## config.mk

```make
export PLATFORM = sky130hd
export DESIGN_NAME = pa2al_ctrl
export DESIGN_NICKNAME = d
export VERILOG_FILES = /design/src/rtl/core/pa2al_pkg.sv /design/src/rtl/core/pa2al_ctrl.sv
export SDC_FILE = /design/constraint.sdc
export NUM_CORES = 1
export LEC_CHECK = 0
export BUFFER_PORTS_ARGS = -buffer_cell sky130_fd_sc_hd__clkbuf_2
export CAP_MARGIN = 20
export CORE_AREA = 10 10 47 49
export CTS_BUF_LIST = sky130_fd_sc_hd__clkbuf_16
export CTS_CLUSTER_DIAMETER = 120
export DETAILED_ROUTE_END_ITERATION = 12
export DIE_AREA = 0 0 57 59
export HOLD_SLACK_MARGIN = 0.08
export PLACE_DENSITY = 0.7
export SLEW_MARGIN = 20
export SYNTH_ARGS = -nofsm -noshare
export SYNTH_HDL_FRONTEND = slang
export SYNTH_SLANG_ARGS = --single-unit
```

## constraint.sdc

```tcl
create_clock -name clk -period 3.1 [get_ports clk]
set_clock_uncertainty 0.05 [all_clocks]
set_input_delay 0.62 -clock clk [delete_from_list [all_inputs] [get_ports clk]]
set_output_delay 0.62 -clock clk [all_outputs]
set_load 0.02 [all_outputs]
```

## src/rtl/core/pa2al_pkg.sv

```systemverilog
// ----------------------------------------------------------------------------
// pa2al_pkg
// Shared types, constants and helpers for the PA-II active learner.
// ----------------------------------------------------------------------------
package pa2al_pkg;

	localparam int WEIGHT_COUNT = 1024;
	localparam int MAX_NONZEROS = 64;
	localparam int WADDR_W      = $clog2(WEIGHT_COUNT);
	localparam int BADDR_W      = $clog2(MAX_NONZEROS);
	localparam int CNT_W        = $clog2(MAX_NONZEROS + 1);
	localparam int DIV_STEPS    = 32;
	localparam int STEP_W       = $clog2(DIV_STEPS + 1);
	localparam int PADDR_W      = 3;

	typedef enum logic [1:0] {
		KIND_FEATURE = 2'd0,
		KIND_END     = 2'd1,
		KIND_READ    = 2'd2,
		KIND_NONE    = 2'd3
	} kind_t;

	localparam logic REG_QUERY_SCALE = 1'b0;
	localparam logic REG_HALF_INV_C  = 1'b1;

	typedef enum logic [3:0] {
		ST_CLEAR,
		ST_IDLE,
		ST_FEAT_MUL,
		ST_FEAT_ACC,
		ST_END_SCORE,
		ST_END_QMUL,
		ST_END_QCMP,
		ST_DIV,
		ST_WALK_BUF,
		ST_WALK_W,
		ST_WALK_MUL,
		ST_WALK_WR,
		ST_RESULT
	} state_t;

	typedef enum logic [3:0] {
		OP_NOP,
		OP_CLEAR,
		OP_CAPTURE,
		OP_FEAT_MUL,
		OP_FEAT_ACC,
		OP_END_SCORE,
		OP_END_QMUL,
		OP_END_QCMP,
		OP_DIV,
		OP_WALK_BUF,
		OP_WALK_W,
		OP_WALK_MUL,
		OP_WALK_WR,
		OP_LOAD
	} dp_op_t;

	typedef struct packed {
		logic clr_last;
		logic buf_full;
		logic buf_empty;
		logic do_update;
		logic div_done;
		logic walk_last;
	} dp_status_t;

	function automatic logic [31:0] sat_inc(input logic [31:0] v, input logic c);
		sat_inc = (c && v != 32'hFFFF_FFFF) ? v + 32'd1 : v;
	endfunction

endpackage

```

## src/rtl/core/pa2al_ctrl.sv

```systemverilog
// ----------------------------------------------------------------------------
// pa2al_ctrl
// Sequencer: steps the datapath through feature, end, divide and update walk.
// ----------------------------------------------------------------------------
module pa2al_ctrl import pa2al_pkg::*; (
	input  logic       clk,
	input  logic       arst_n,
	input  logic       in_valid,
	input  logic [1:0] in_kind,
	output logic       in_ready,
	input  logic       out_ready,
	output logic       out_valid,
	input  dp_status_t status,
	output dp_op_t     op
);

	state_t state_q, state_d;
	logic   out_valid_q;
	logic   out_free;

	assign out_free  = !out_valid_q || out_ready;
	assign in_ready  = (state_q == ST_IDLE);
	assign out_valid = out_valid_q;

	always_comb begin
		state_d = state_q;
		unique case (state_q)
			ST_CLEAR:     if (status.clr_last) state_d = ST_IDLE;
			ST_IDLE: begin
				if (in_valid) begin
					unique case (kind_t'(in_kind))
						KIND_FEATURE: state_d = status.buf_full ? ST_IDLE : ST_FEAT_MUL;
						KIND_END:     state_d = ST_END_SCORE;
						KIND_READ:    state_d = ST_RESULT;
						KIND_NONE:    state_d = ST_IDLE;
					endcase
				end
			end
			ST_FEAT_MUL:  state_d = ST_FEAT_ACC;
			ST_FEAT_ACC:  state_d = ST_IDLE;
			ST_END_SCORE: state_d = ST_END_QMUL;
			ST_END_QMUL:  state_d = ST_END_QCMP;
			ST_END_QCMP:  state_d = status.do_update ? ST_DIV : ST_RESULT;
			ST_DIV: begin
				if (status.div_done) state_d = status.buf_empty ? ST_RESULT : ST_WALK_BUF;
			end
			ST_WALK_BUF:  state_d = ST_WALK_W;
			ST_WALK_W:    state_d = ST_WALK_MUL;
			ST_WALK_MUL:  state_d = ST_WALK_WR;
			ST_WALK_WR:   state_d = status.walk_last ? ST_RESULT : ST_WALK_BUF;
			ST_RESULT:    if (out_free) state_d = ST_IDLE;
			default:      state_d = ST_IDLE;
		endcase
	end

	always_comb begin
		op = OP_NOP;
		unique case (state_q)
			ST_CLEAR:     op = OP_CLEAR;
			ST_IDLE:      if (in_valid) op = OP_CAPTURE;
			ST_FEAT_MUL:  op = OP_FEAT_MUL;
			ST_FEAT_ACC:  op = OP_FEAT_ACC;
			ST_END_SCORE: op = OP_END_SCORE;
			ST_END_QMUL:  op = OP_END_QMUL;
			ST_END_QCMP:  op = OP_END_QCMP;
			ST_DIV:       op = OP_DIV;
			ST_WALK_BUF:  op = OP_WALK_BUF;
			ST_WALK_W:    op = OP_WALK_W;
			ST_WALK_MUL:  op = OP_WALK_MUL;
			ST_WALK_WR:   op = OP_WALK_WR;
			ST_RESULT:    if (out_free) op = OP_LOAD;
			default:      op = OP_NOP;
		endcase
	end

	always_ff @(posedge clk or negedge arst_n) begin
		if (!arst_n) begin
			state_q     <= ST_CLEAR;
			out_valid_q <= 1'b0;
		end else begin
			state_q <= state_d;
			if (op == OP_LOAD)
				out_valid_q <= 1'b1;
			else if (out_ready)
				out_valid_q <= 1'b0;
		end
	end

endmodule

```

==> flow_summary.ini <==
[outcome]
run_status = finished, final reports clean

[critical_path]
critPathMaxStageDelay_ns = 0.69
required_ns = 2.43
crit_slowest_cell = dfrtp_1
crit_chain = o21ai_0 -> a21oi_1 -> mux2i_1 -> clkbuf_2
cp-end-kind = output port
crit_type = reg2out
crit_path_start_kind = flip-flop
arrival_ns = 1.52
reg2reg_depth = 4
worstPathMaxFanout = 19

[yosys]
synth-simple-area-share_pct = 24.5
synth_edf_count = 0
synth_xor_xnor_area_share_pct = 0
synth_top_family_by_area = compound AO/OA/AOI/OAI gates
syn_inst = 68
synthAdderAreaFrac_pct = 6.94
yosysWarnings = 0
syn-num-nets = 83
synth-seq-cells = 5
synth_ff_type = dfrtp_1
synth_area_um2 = 541
avgSynthCellArea_um2 = 7.95
synthTopCellsByCount = a21oi_1, nand2_1, dfrtp_1, nand2b_1
synth_largest_area_cell = dfrtp_1
synthMuxAreaShare_pct = 3.94
synth_top_area_share_pct = 23.1
synth-compound-area-share_pct = 32.2
yosysMostFrequentCell = a21oi_1
synthTopCellsByArea = dfrtp_1, a21oi_1, ha_1
synthArstFlopShare_pct = 100
ys_types = 28
synth_seq_area_share_pct = 23.1

[grt]
grt_pass1_wl_um = 2300
grt_pass1_vias = 536
grt_usage_pct = 8.16
grt_max_degree = 20
grt_busiest_layer = met2
overflow = 0
antenna_found_initial = 0
gr-usage-met2_pct = 14.6
grt_use_met3_pct = 1.72
use_met1_pct = 8.54

[power_and_ir_drop]
ir_drop_uv = 567
p_leak_nw = 0.350
power_mw = 0.730
powerDensity_nw_per_um2 = 1060

[drt]
wl_per_cell_um = 13.4
wirelength_um = 1340
drt_iter0_drc = 19
dr.pass1.iters = 4
viasPerCell = 5.41
ant_nets = 0
drcViolationCount = 0
vias = 541

[floorplan]
start_util_pct = 38.6
dieArea_um2 = 3360
die_w_um = 57
fp.coreArea_um2 = 1400
io_pins = 18
dieHeight_um = 59
rows = 14

[clocking]
cts_tree = built
post_cts_buffers = 0
root_buffer = clkbuf_16
htreeDepth = 1
ctsResizeCount = 0
cts_sinks = 5
cts.clk_slew.worst_paths_ns = 0.03
cts_hold_buffers = 0
cts.path.max_buffers = 2
clk_latency_ns = 0.23
cts_made_buffers = 3

[final_layout]
drive_gt1_share_pct = 29.8
n_antenna_cell = 0
fin_area_um2 = 689
fillCellCount = 149
final_nets = 100
register_area_um2 = 125
final_core_utilization_pct = 49.2
synthToLayoutAreaGrowth_pct = 27.5
multi_input_area_um2 = 365

[placed_design]
preCtsSetupSlack_ns = 1.05
place.detailed.hpwl_um = 1020
gp_congestion = 0.776
dpl-instance-area_um2 = 611
io_buffers = 17

[sta]
period_share_pct = 70.8
finalHoldViolCount = 0
maxSlewViolCount = 0
worst_slack_ns = 0.906
rsz0062_at_grt = no
finalSetupTns_ns = 0
fin_crit_ns = 2.19
tightest_slew_ns = 0.564
slew_headroom_pct = 62.4
fmax_ghz = 0.456
setup_violations = 0

[hold_path]
min_path_type = in2async

[job]
maxCapViolations = 0
[final timing paths]
kind / endpoint / from / slack, ns
max: op[2] / state_q[0] / 0.91
min: state_q[1] / arst_n / 0.15
max reg2reg: state_q[2] / state_q[0] / 1.45
min reg2reg: out_valid / out_valid / 0.53
max in group asynchronous: state_q[3] / arst_n / 2.72
min in group clk: out_valid / out_valid / 0.53
[sequential cells by signal, indices dropped and copies added, names as in the netlist]
name / cells
state_q: 4
out_valid: 1
[cells by family after synthesis]
group | count (synthesis)
buffers and inverters | 9
adders and majority gates | 3
and+or+nand+nor | 23
muxes | 2
AOI/OAI and AO/OA | 26
DFF | 5
[worst max-delay path, delay by kind of cell, from the launching register on]
family	cells	cell delay (ns)
DFF	1	0.69
buffers and inverters	1	0.17
muxes	1	0.08
AOI/OAI and AO/OA	2	0.35
[metal layers]
layer  wire, um  share of wire (%)  vias up
met4         19                1.4        0
met3         56                4.2        2
met5          0                  0        -
li1           -                  -      275
met1        604                 45      246
met2        660                 49       18
[area by class of cell]
class	instances	area share (%)
inverters	4	2.18
multi-input cells	54	53.0
well taps	16	2.90
repair buffers	17	12.3
flip-flops and latches	5	18.1
clock buffers	3	10.9
clock inverters	1	0.544
[placed cells by master (no fill, tap or decap), types with 2 or more instances in the layout]
cell,instances
a21o_1,2
a21oi_1,8
a22oi_1,2
clkbuf_16,3
clkbuf_2,17
dfrtp_1,5
ha_1,3
inv_1,5
nand2_1,6
nand2b_1,5
nor2_1,3
nor2b_1,3
o21a_1,2
o21ai_0,3
o31ai_1,4
[power breakdown]
part           leakage [nW]  switching, mW  internal (mW)  total, mW
registers            0.0653         0.0883         0.0897      0.178
clock network        0.0423         0.0407          0.167      0.208
logic                 0.242          0.187          0.157      0.345
[through the flow]
stage	hold WS (ns)	cells
after floorplan	0.274	68
after global placement	0.386	96
after detailed placement	0.389	96
after CTS	0.149	100
after global routing	0.152	100
final	0.149	100
No activity file was read; power rests on OpenSTA's default activity.
